<file path="src/sv/assert_macros.svh">
// Assertion macros used by the RTL top level.
`ifndef ASSERT_MACROS_SVH
`define ASSERT_MACROS_SVH

// Check that a condition holds at every clock edge outside reset.
`define ASSERT_ALWAYS(label, cond, msg) \
  label: assert property (@(posedge clk) disable iff (rst) (cond)) else $error(msg);

// Check that an antecedent implies a consequent in the same cycle.
`define ASSERT_IMPLIES(label, ante, cons, msg) \
  label: assert property (@(posedge clk) disable iff (rst) (ante) |-> (cons)) \
    else $error(msg);

`endif

</file>
<file path="src/sv/wmdr_pkg.sv">
// Shared types and constants for the windowed mean deadband reporter.
package wmdr_pkg;

  localparam int SUM_W     = 48;
  localparam int VAL_W     = 32;
  localparam int TS_W      = 32;
  localparam int OUT_CNT_W = 16;
  localparam int DB_W      = 31;
  localparam int CFG_W     = 32;
  localparam int CFG_IDX_W = 1;
  localparam int STEP_W    = $clog2(SUM_W);
  localparam int Q_DEPTH   = 2;
  localparam int QPTR_W    = $clog2(Q_DEPTH);
  localparam int QCNT_W    = $clog2(Q_DEPTH + 1);

  localparam logic [CFG_IDX_W-1:0] REG_WINDOW_INTERVAL = 1'd0;
  localparam logic [CFG_IDX_W-1:0] REG_REPORT_DEADBAND = 1'd1;

  localparam logic [TS_W-1:0] INTERVAL_RESET = 32'd1000;
  localparam logic [DB_W-1:0] DEADBAND_RESET = 31'd0;

  localparam logic [SUM_W-1:0] SUM_MAX = {1'b0, {(SUM_W-1){1'b1}}};
  localparam logic [SUM_W-1:0] SUM_MIN = {1'b1, {(SUM_W-1){1'b0}}};
  localparam logic [VAL_W-1:0] MEAN_MAX = {1'b0, {(VAL_W-1){1'b1}}};
  localparam logic [VAL_W-1:0] MEAN_MIN = {1'b1, {(VAL_W-1){1'b0}}};

  typedef enum logic [2:0] {
    BK_IDLE,
    BK_DIV,
    BK_FIX,
    BK_CMP,
    BK_OUT
  } back_state_t;

endpackage

</file>
<file path="src/sv/windowed_mean_deadband_reporter.sv">
// Top level of the windowed mean deadband reporter.
// Input side takes one item per cycle while the window queue has room.
// A closing item's result goes through the queue, the 48-step serial divider and the deadband check.
// The back end takes a new closed window only once the last one is done, output wait included.
// Synchronous active-high reset clears the window, queue and last report.
`include "assert_macros.svh"

module windowed_mean_deadband_reporter #(
  parameter int COUNT_BITS = 16
) (
  input  logic                               clk,
  input  logic                               rst,
  input  logic                               s_tvalid,
  output logic                               s_tready,
  input  logic [63:0]                        s_tdata,   // sample_value, timestamp_ms
  input  logic                               s_tuser,   // sample_finite
  output logic                               m_tvalid,
  input  logic                               m_tready,
  output logic [47:0]                        m_tdata,   // mean_value, samples_averaged
  input  logic                               cfg_we,
  input  logic [wmdr_pkg::CFG_IDX_W-1:0]     cfg_index,
  input  logic [wmdr_pkg::CFG_W-1:0]         cfg_data
);

  localparam int ENTRY_W = wmdr_pkg::SUM_W + COUNT_BITS;

  logic [wmdr_pkg::TS_W-1:0] window_interval_ms;
  logic [wmdr_pkg::DB_W-1:0] report_deadband;

  logic               q_push;
  logic [ENTRY_W-1:0] q_push_data;
  logic               q_pop;
  logic               q_valid;
  logic               q_full;
  logic [ENTRY_W-1:0] q_head;

  always_ff @(posedge clk) begin
    if (rst) begin
      window_interval_ms <= wmdr_pkg::INTERVAL_RESET;
      report_deadband    <= wmdr_pkg::DEADBAND_RESET;
    end else if (cfg_we) begin
      unique case (cfg_index)
        wmdr_pkg::REG_WINDOW_INTERVAL: window_interval_ms <= cfg_data;
        wmdr_pkg::REG_REPORT_DEADBAND: report_deadband <= cfg_data[wmdr_pkg::DB_W-1:0];
        default: window_interval_ms <= window_interval_ms;
      endcase
    end
  end

  wmdr_front #(
    .COUNT_BITS(COUNT_BITS)
  ) u_front (
    .clk       (clk),
    .rst       (rst),
    .s_tvalid  (s_tvalid),
    .s_tready  (s_tready),
    .s_tdata   (s_tdata),
    .s_tuser   (s_tuser),
    .interval  (window_interval_ms),
    .q_full    (q_full),
    .push      (q_push),
    .push_data (q_push_data)
  );

  wmdr_queue #(
    .WIDTH(ENTRY_W)
  ) u_queue (
    .clk       (clk),
    .rst       (rst),
    .push      (q_push),
    .push_data (q_push_data),
    .pop       (q_pop),
    .valid     (q_valid),
    .full      (q_full),
    .head      (q_head)
  );

  wmdr_back #(
    .COUNT_BITS(COUNT_BITS)
  ) u_back (
    .clk      (clk),
    .rst      (rst),
    .q_valid  (q_valid),
    .q_head   (q_head),
    .q_pop    (q_pop),
    .deadband (report_deadband),
    .m_tvalid (m_tvalid),
    .m_tready (m_tready),
    .m_tdata  (m_tdata)
  );

  `ASSERT_IMPLIES(a_no_overflow, q_push, !q_full, "window pushed into full queue")
  `ASSERT_IMPLIES(a_no_underflow, q_pop, q_valid, "window popped from empty queue")
  `ASSERT_IMPLIES(a_pop_idle, q_pop, !m_tvalid, "window popped while result pending")

endmodule

</file>
<file path="src/sv/wmdr_front.sv">
// Front end: accepts samples, accumulates the window and closes it.
module wmdr_front #(
  parameter int COUNT_BITS = 16
) (
  input  logic                                   clk,
  input  logic                                   rst,
  input  logic                                   s_tvalid,
  output logic                                   s_tready,
  input  logic [63:0]                            s_tdata,   // sample_value, timestamp_ms
  input  logic                                   s_tuser,   // sample_finite
  input  logic [wmdr_pkg::TS_W-1:0]              interval,
  input  logic                                   q_full,
  output logic                                   push,
  output logic [wmdr_pkg::SUM_W+COUNT_BITS-1:0]  push_data
);

  logic [wmdr_pkg::SUM_W-1:0] running_sum;
  logic [COUNT_BITS-1:0]      sample_count;
  logic [wmdr_pkg::TS_W-1:0]  window_start_ms;

  logic                        accept;
  logic [wmdr_pkg::VAL_W-1:0]  sample;
  logic [wmdr_pkg::TS_W-1:0]   ts;
  logic                        count_full;
  logic [wmdr_pkg::SUM_W:0]    sum_wide;
  logic [wmdr_pkg::SUM_W-1:0]  sum_sat;
  logic [wmdr_pkg::SUM_W-1:0]  sum_next;
  logic [COUNT_BITS-1:0]       count_next;
  logic [wmdr_pkg::TS_W-1:0]   elapsed;
  logic                        close;

  assign s_tready = !q_full;
  assign accept   = s_tvalid && s_tready && s_tuser;
  assign sample   = s_tdata[31:0];
  assign ts       = s_tdata[63:32];

  assign count_full = (sample_count == {COUNT_BITS{1'b1}});
  assign sum_wide   = {running_sum[wmdr_pkg::SUM_W-1], running_sum}
                    + {{(wmdr_pkg::SUM_W-wmdr_pkg::VAL_W+1){sample[wmdr_pkg::VAL_W-1]}}, sample};

  always_comb begin
    if (sum_wide[wmdr_pkg::SUM_W] != sum_wide[wmdr_pkg::SUM_W-1]) begin
      sum_sat = sum_wide[wmdr_pkg::SUM_W] ? wmdr_pkg::SUM_MIN : wmdr_pkg::SUM_MAX;
    end else begin
      sum_sat = sum_wide[wmdr_pkg::SUM_W-1:0];
    end
  end

  assign sum_next   = count_full ? running_sum : sum_sat;
  assign count_next = count_full ? sample_count : sample_count + 1'b1;
  assign elapsed    = ts - window_start_ms;
  assign close      = elapsed > interval;

  assign push      = accept && close;
  assign push_data = {count_next, sum_next};

  always_ff @(posedge clk) begin
    if (rst) begin
      running_sum     <= '0;
      sample_count    <= '0;
      window_start_ms <= '0;
    end else if (accept) begin
      if (close) begin
        running_sum     <= '0;
        sample_count    <= '0;
        window_start_ms <= ts;
      end else begin
        running_sum  <= sum_next;
        sample_count <= count_next;
      end
    end
  end

endmodule

</file>
<file path="src/sv/wmdr_queue.sv">
// Two-entry queue of closed windows between front and back.
module wmdr_queue #(
  parameter int WIDTH = 64
) (
  input  logic             clk,
  input  logic             rst,
  input  logic             push,
  input  logic [WIDTH-1:0] push_data,
  input  logic             pop,
  output logic             valid,
  output logic             full,
  output logic [WIDTH-1:0] head
);

  logic [WIDTH-1:0]                  entries [wmdr_pkg::Q_DEPTH];
  logic [wmdr_pkg::QPTR_W-1:0]       wr_ptr;
  logic [wmdr_pkg::QPTR_W-1:0]       rd_ptr;
  logic [wmdr_pkg::QCNT_W-1:0]       fill;

  assign valid = (fill != '0);
  assign full  = (fill == wmdr_pkg::QCNT_W'(wmdr_pkg::Q_DEPTH));
  assign head  = entries[rd_ptr];

  always_ff @(posedge clk) begin
    if (push) begin
      entries[wr_ptr] <= push_data;
    end
  end

  always_ff @(posedge clk) begin
    if (rst) begin
      wr_ptr <= '0;
      rd_ptr <= '0;
      fill   <= '0;
    end else begin
      if (push) begin
        wr_ptr <= wr_ptr + 1'b1;
      end
      if (pop) begin
        rd_ptr <= rd_ptr + 1'b1;
      end
      case ({push, pop})
        2'b10:   fill <= fill + 1'b1;
        2'b01:   fill <= fill - 1'b1;
        default: fill <= fill;
      endcase
    end
  end

endmodule

</file>
<file path="src/sv/wmdr_back.sv">
// Back end: serial divide, clamp, deadband check and result register.
module wmdr_back #(
  parameter int COUNT_BITS = 16
) (
  input  logic                                   clk,
  input  logic                                   rst,
  input  logic                                   q_valid,
  input  logic [wmdr_pkg::SUM_W+COUNT_BITS-1:0]  q_head,
  output logic                                   q_pop,
  input  logic [wmdr_pkg::DB_W-1:0]              deadband,
  output logic                                   m_tvalid,
  input  logic                                   m_tready,
  output logic [47:0]                            m_tdata    // mean_value, samples_averaged
);

  wmdr_pkg::back_state_t state, state_next;

  logic [wmdr_pkg::STEP_W-1:0]  step;
  logic [wmdr_pkg::SUM_W-1:0]   quot;
  logic [COUNT_BITS-1:0]        remainder;
  logic [COUNT_BITS-1:0]        divisor;
  logic                         neg;
  logic [wmdr_pkg::VAL_W-1:0]   mean;
  logic [wmdr_pkg::VAL_W-1:0]   last_reported;
  logic [wmdr_pkg::VAL_W-1:0]   out_mean;
  logic [wmdr_pkg::OUT_CNT_W-1:0] out_count;

  logic [wmdr_pkg::SUM_W-1:0]   head_sum;
  logic [COUNT_BITS-1:0]        head_count;
  logic [wmdr_pkg::SUM_W-1:0]   head_mag;
  logic [COUNT_BITS:0]          trial;
  logic                         fits;
  logic                         last_step;
  logic [wmdr_pkg::VAL_W-1:0]   mean_fix;
  logic [wmdr_pkg::VAL_W:0]     diff;
  logic [wmdr_pkg::VAL_W:0]     diff_mag;
  logic                         report;

  assign head_sum   = q_head[wmdr_pkg::SUM_W-1:0];
  assign head_count = q_head[wmdr_pkg::SUM_W+COUNT_BITS-1:wmdr_pkg::SUM_W];
  assign head_mag   = head_sum[wmdr_pkg::SUM_W-1] ? -head_sum : head_sum;

  assign trial     = {remainder, quot[wmdr_pkg::SUM_W-1]};
  assign fits      = (trial >= {1'b0, divisor});
  assign last_step = (step == wmdr_pkg::STEP_W'(wmdr_pkg::SUM_W - 1));

  always_comb begin
    if (neg) begin
      if (quot > wmdr_pkg::SUM_W'({1'b1, {(wmdr_pkg::VAL_W-1){1'b0}}})) begin
        mean_fix = wmdr_pkg::MEAN_MIN;
      end else begin
        mean_fix = -quot[wmdr_pkg::VAL_W-1:0];
      end
    end else begin
      if (quot > wmdr_pkg::SUM_W'(wmdr_pkg::MEAN_MAX)) begin
        mean_fix = wmdr_pkg::MEAN_MAX;
      end else begin
        mean_fix = quot[wmdr_pkg::VAL_W-1:0];
      end
    end
  end

  assign diff     = {mean[wmdr_pkg::VAL_W-1], mean}
                  - {last_reported[wmdr_pkg::VAL_W-1], last_reported};
  assign diff_mag = diff[wmdr_pkg::VAL_W] ? -diff : diff;
  assign report   = (deadband == '0)
                  || (diff_mag >= {2'b00, deadband});

  always_comb begin
    state_next = state;
    unique case (state)
      wmdr_pkg::BK_IDLE: if (q_valid) state_next = wmdr_pkg::BK_DIV;
      wmdr_pkg::BK_DIV:  if (last_step) state_next = wmdr_pkg::BK_FIX;
      wmdr_pkg::BK_FIX:  state_next = wmdr_pkg::BK_CMP;
      wmdr_pkg::BK_CMP:  state_next = report ? wmdr_pkg::BK_OUT : wmdr_pkg::BK_IDLE;
      wmdr_pkg::BK_OUT:  if (m_tready) state_next = wmdr_pkg::BK_IDLE;
      default:           state_next = wmdr_pkg::BK_IDLE;
    endcase
  end

  always_comb begin
    q_pop    = 1'b0;
    m_tvalid = 1'b0;
    unique case (state)
      wmdr_pkg::BK_IDLE: q_pop = q_valid;
      wmdr_pkg::BK_OUT:  m_tvalid = 1'b1;
      default: begin
        q_pop    = 1'b0;
        m_tvalid = 1'b0;
      end
    endcase
  end

  assign m_tdata = {out_count, out_mean};

  always_ff @(posedge clk) begin
    if (rst) begin
      state         <= wmdr_pkg::BK_IDLE;
      last_reported <= '0;
    end else begin
      state <= state_next;
      if (state == wmdr_pkg::BK_CMP && report) begin
        last_reported <= mean;
      end
    end
  end

  always_ff @(posedge clk) begin
    case (state)
      wmdr_pkg::BK_IDLE: begin
        step      <= '0;
        quot      <= head_mag;
        remainder <= '0;
        divisor   <= head_count;
        neg       <= head_sum[wmdr_pkg::SUM_W-1];
      end
      wmdr_pkg::BK_DIV: begin
        step      <= step + 1'b1;
        quot      <= {quot[wmdr_pkg::SUM_W-2:0], fits};
        remainder <= fits ? COUNT_BITS'(trial - {1'b0, divisor}) : trial[COUNT_BITS-1:0];
      end
      wmdr_pkg::BK_FIX: begin
        mean <= mean_fix;
      end
      wmdr_pkg::BK_CMP: begin
        out_mean  <= mean;
        out_count <= wmdr_pkg::OUT_CNT_W'(divisor);
      end
      default: begin
        step <= step;
      end
    endcase
  end

endmodule

</file>
<file path="config.mk">
export PLATFORM = sky130hd
export DESIGN_NAME = windowed_mean_deadband_reporter
export DESIGN_NICKNAME = d
export VERILOG_FILES = /design/src/sv/wmdr_pkg.sv /design/src/sv/windowed_mean_deadband_reporter.sv /design/src/sv/wmdr_front.sv /design/src/sv/wmdr_queue.sv /design/src/sv/wmdr_back.sv
export VERILOG_INCLUDE_DIRS = /design/src /design/src/sv
export SDC_FILE = /design/constraint.sdc
export NUM_CORES = 1
export LEC_CHECK = 0
export ABC_AREA = 0
export ABC_CLOCK_PERIOD_IN_PS = 25700
export BUFFER_PORTS_ARGS = -buffer_cell sky130_fd_sc_hd__buf_2
export CELL_PAD_IN_SITES_DETAIL_PLACEMENT = 0
export CELL_PAD_IN_SITES_GLOBAL_PLACEMENT = 1
export CORE_ASPECT_RATIO = 1.25
export CORE_MARGIN = 5
export CORE_UTILIZATION = 52
export DETAILED_ROUTE_END_ITERATION = 6
export GPL_TIMING_DRIVEN = 0
export PLACE_DENSITY = 0.91
export RECOVER_POWER = 25
export SETUP_SLACK_MARGIN = 0.1
export SLEW_MARGIN = 20
export SYNTH_ARGS = -nofsm -noshare
export SYNTH_HDL_FRONTEND = slang
export SYNTH_SLANG_ARGS = --single-unit
export TNS_END_PERCENT = 30
</file>
<file path="constraint.sdc">
create_clock -name clk -period 25.7 [get_ports clk]
set_input_delay 1.285 -clock clk [delete_from_list [all_inputs] [get_ports clk]]
set_output_delay 1.285 -clock clk [all_outputs]
set_load 0.02 [all_outputs]
</file>
==> run metrics <==
DIE HEIGHT=278 um; die width=225 um; gr usage total=0.240; Reg power frac=0.363; # fillers=5115; Lkg Pwr=12.7 nW; fmax=124 MHz; die area=62500 sq um; GPL Wtd Cong=0.941; Setup violations, final=0; CTS Root Buffer Type=clkbuf_16; post-synth cell types=91; R2R setup slack=17.60 ns; flip-flop and latch count after synthesis=494; number of max-cap violations=2; syn avg cell area=9.13 sq um; input/output buffers=152; post-layout util=0.586; FFs w/ async S/R, synth=0; Worst EP required=26.03 ns; share of cells above drive strength 1=0.0880; internal power=2.01 mW; ys flop type=edfxtp_1; cts hold-fix bufs=0; initial antenna violation count=9; Yosys warning count=0; Final Hold Fails=0; drt first-iter violations=1434; Min Hold Slack=0.449 ns; CTS tree=done; clock latency on the worst-skew pair=0.62 ns; Setup CP Type=register to register; Post-CTS Setup Repair Bufs=0; DPL Wire Length=60700 um; Layout Skew=0.0333 ns; Clock Path Buffers=3; Worst Path Max Fanout=10; Comb power frac=0.407; number of gates resized after cts=0; Initial Utilization=0.524; Clock Power Share=0.231; Startpoint Class=register; cells after synthesis=3282; failing checks=max-capacitance violations, max-slew violations; setup TNS=0 ns; commonest non-fill, non-tap cell in the layout=nand2_1; core area=57100 sq um; # rows=98; CTS Buf Count=48; R2R depth=20; Power Total=3.25 mW; clock slew at reported path FFs=0.07 ns; status=finished with violations; Residual DRC=0; sequential share of the synthesized area=0.429; routed len/inst=18.0 um; post-synthesis cell area=30000 sq um; global route overflow=0; switching share of power=0.381; CP endpoint kind=register; Slew HR=-0.322; vias per cell=5.64; via count=24200; Routed Antenna Nets=0; end of the worst register-to-register path=u_back.quot[42]$_DFFE_PP_; commonest cells after routing, fill and taps aside=nand2_1, edfxtp_1, a21oi_1; Post-synth EDFFs=295; RSZ-0062 raised after global routing=no; H-tree depth=2; Net Switching=1.24 mW; HP Class=register to register; Layout Nets=3798; Area Growth Syn to Fin=11.8%; first-pass GRT wire length=122000 um; vias in the first global route=23700; Routed WL=77200 um; Mapped Nets=3585; peak supply drop=0.0682 mV; Worst Tran Pin Value=1.98 ns; I/O pins=153; post-route clock period utilization=0.315; crit path DAT=8.42 ns; pwr/cell area=97.1 nW/um^2; Hold Crit Endpoint=u_back.out_count[14]$_DFFE_PN_; clock sinks=494; worst hold start=u_back.divisor[14]$_DFFE_PP_; Hold Path Stages=0; pin count of the biggest net entering global routing=56; Tmin final=8.10 ns; first-pass iteration count of the detailed router=7; final slew viol count=52
==> Yosys cell counts (all sizes together) (7+ instances only) <==
cell type | n | area (sq um)
a22oi | 8 | 60.1
nor4 | 25 | 156
o211ai | 16 | 120
clkbuf | 117 | 439
nor2b | 28 | 175
xor2 | 66 | 578
or4 | 12 | 93.8
mux2 | 29 | 327
nor2 | 242 | 908
nand3b | 8 | 60.1
nand2b | 84 | 526
a211oi | 14 | 105
inv | 205 | 769
edfxtp | 295 | 8860
o21bai | 21 | 158
ha | 196 | 2450
o22ai | 8 | 50.1
o21ai | 243 | 1220
or2 | 12 | 75.1
nor3b | 8 | 60.1
a21oi | 267 | 1340
a21o | 83 | 631
o311ai | 25 | 219
dfxtp | 199 | 3980
a22o | 19 | 166
nand2 | 445 | 1670
a211o | 16 | 141
o31ai | 14 | 105
xnor2 | 120 | 1050
nand3 | 41 | 205
buf | 19 | 110
o21a | 20 | 150
nor3 | 60 | 317
a31oi | 26 | 169
o211a | 7 | 70.1
mux2i | 90 | 901
nand4 | 35 | 219
or3 | 22 | 138
a21boi | 7 | 52.6
and2 | 20 | 125
and3 | 23 | 146
==> cell type report <==
| cell class | count | area (sq um) | area share |
|---|---|---|---|
| Multi-Input combinational cell | 2446 | 15800 | 0.472 |
| Sequential cell | 494 | 12800 | 0.383 |
| Clock buffer | 61 | 1320 | 0.0394 |
| Tap cell | 750 | 938 | 0.0280 |
| Timing Repair Buffer | 163 | 862 | 0.0257 |
| Inverter | 206 | 773 | 0.0231 |
| Buffer | 136 | 549 | 0.0164 |
| Clock inverter | 29 | 385 | 0.0115 |
| Antenna cell | 8 | 20.0 | 0.000598 |
==> state kept, by name (all words and copies together), names as in the netlist, 32 cells and up, named ones only <==
name and cells:
u_front.running_sum 48, u_back.out_mean 32, u_queue.entries 128, u_back.quot 48, u_back.mean 32, window_interval_ms 32
u_front.window_start_ms 32, u_back.last_reported 32
==> logic make-up (layout without fill, tap and decap cells) <==
family	after synthesis	after routing	synth area share
AOI/OAI and AO/OA	856	856	0.178
xor gates and xnor gates	186	186	0.0544
adders and majority gates	203	203	0.0856
buffers and inverters	342	595	0.0442
DFF	494	494	0.429
muxes	119	119	0.0410
other	0	8	0
and+or+nand+nor	1082	1082	0.168
==> power groups by stage <==
stage	combinational (mW)	clock, mW	sequential, mW
global route	1.48	0.800	1.20
CTS	1.34	0.767	1.18
finish	1.32	0.751	1.18
global placement	1.28	0	1.20
floorplan	0.984	0	1.16
detailed placement	1.33	0	1.19
==> worst max-delay path, cell delays in order (launching register included) <==
cell and delay [ns]:
dfxtp_1 0.41, buf_1 0.46, clkbuf_1 0.50, clkbuf_1 0.64, buf_1 0.49, clkbuf_1 0.63, buf_1 0.60, buf_1 0.69
mux2i_1 0.32, ha_1 0.20, o21ai_0 0.12, or2_2 0.33, nor3_1 0.33, nand3_1 0.20, or2_2 0.38, nand2b_1 0.21
or4_1 0.61, nor3_1 0.29, a31oi_1 0.13, xor2_1 0.19, o21ai_0 0.09
==> how the worst max path moves through the flow <==
stage	slack, ns	from	cells after the start	end
global placement	13.19	s_tdata[32]	29	u_queue.entries[0][44]$_DFFE_PP_
detailed placement	17.23	s_tdata[32]	33	u_queue.entries[0][32]$_DFFE_PP_
global route	17.02	register	20	u_back.quot[42]$_DFFE_PP_
CTS	17.53	register	20	u_back.quot[42]$_DFFE_PP_
floorplan	16.46	s_tdata[32]	28	u_queue.entries[0][0]$_DFFE_PP_
finish	17.60	register	20	u_back.quot[42]$_DFFE_PP_
==> per-layer routing <==
| metal | up-vias | wire, um | track usage |
|---|---|---|---|
| li1 | 12200 | - | - |
| met1 | 11300 | 31300 | 0.282 |
| met2 | 506 | 39200 | 0.433 |
| met3 | 194 | 2930 | 0.0316 |
| met4 | 2 | 3810 | 0.113 |
| met5 | - | 7 | 0 |
==> stage by stage <==
step	instances	cell area (sq um)	worst slack, ns
2_1_floorplan	3282	30000	16.46
3_3_place_gp	4184	31700	13.19
3_5_place_dp	4195	31900	17.23
4_1_cts	4285	33600	17.53
5_1_grt	4293	33500	17.02
6_report	4293	33500	17.60
Power figures use the tool's default switching activity.
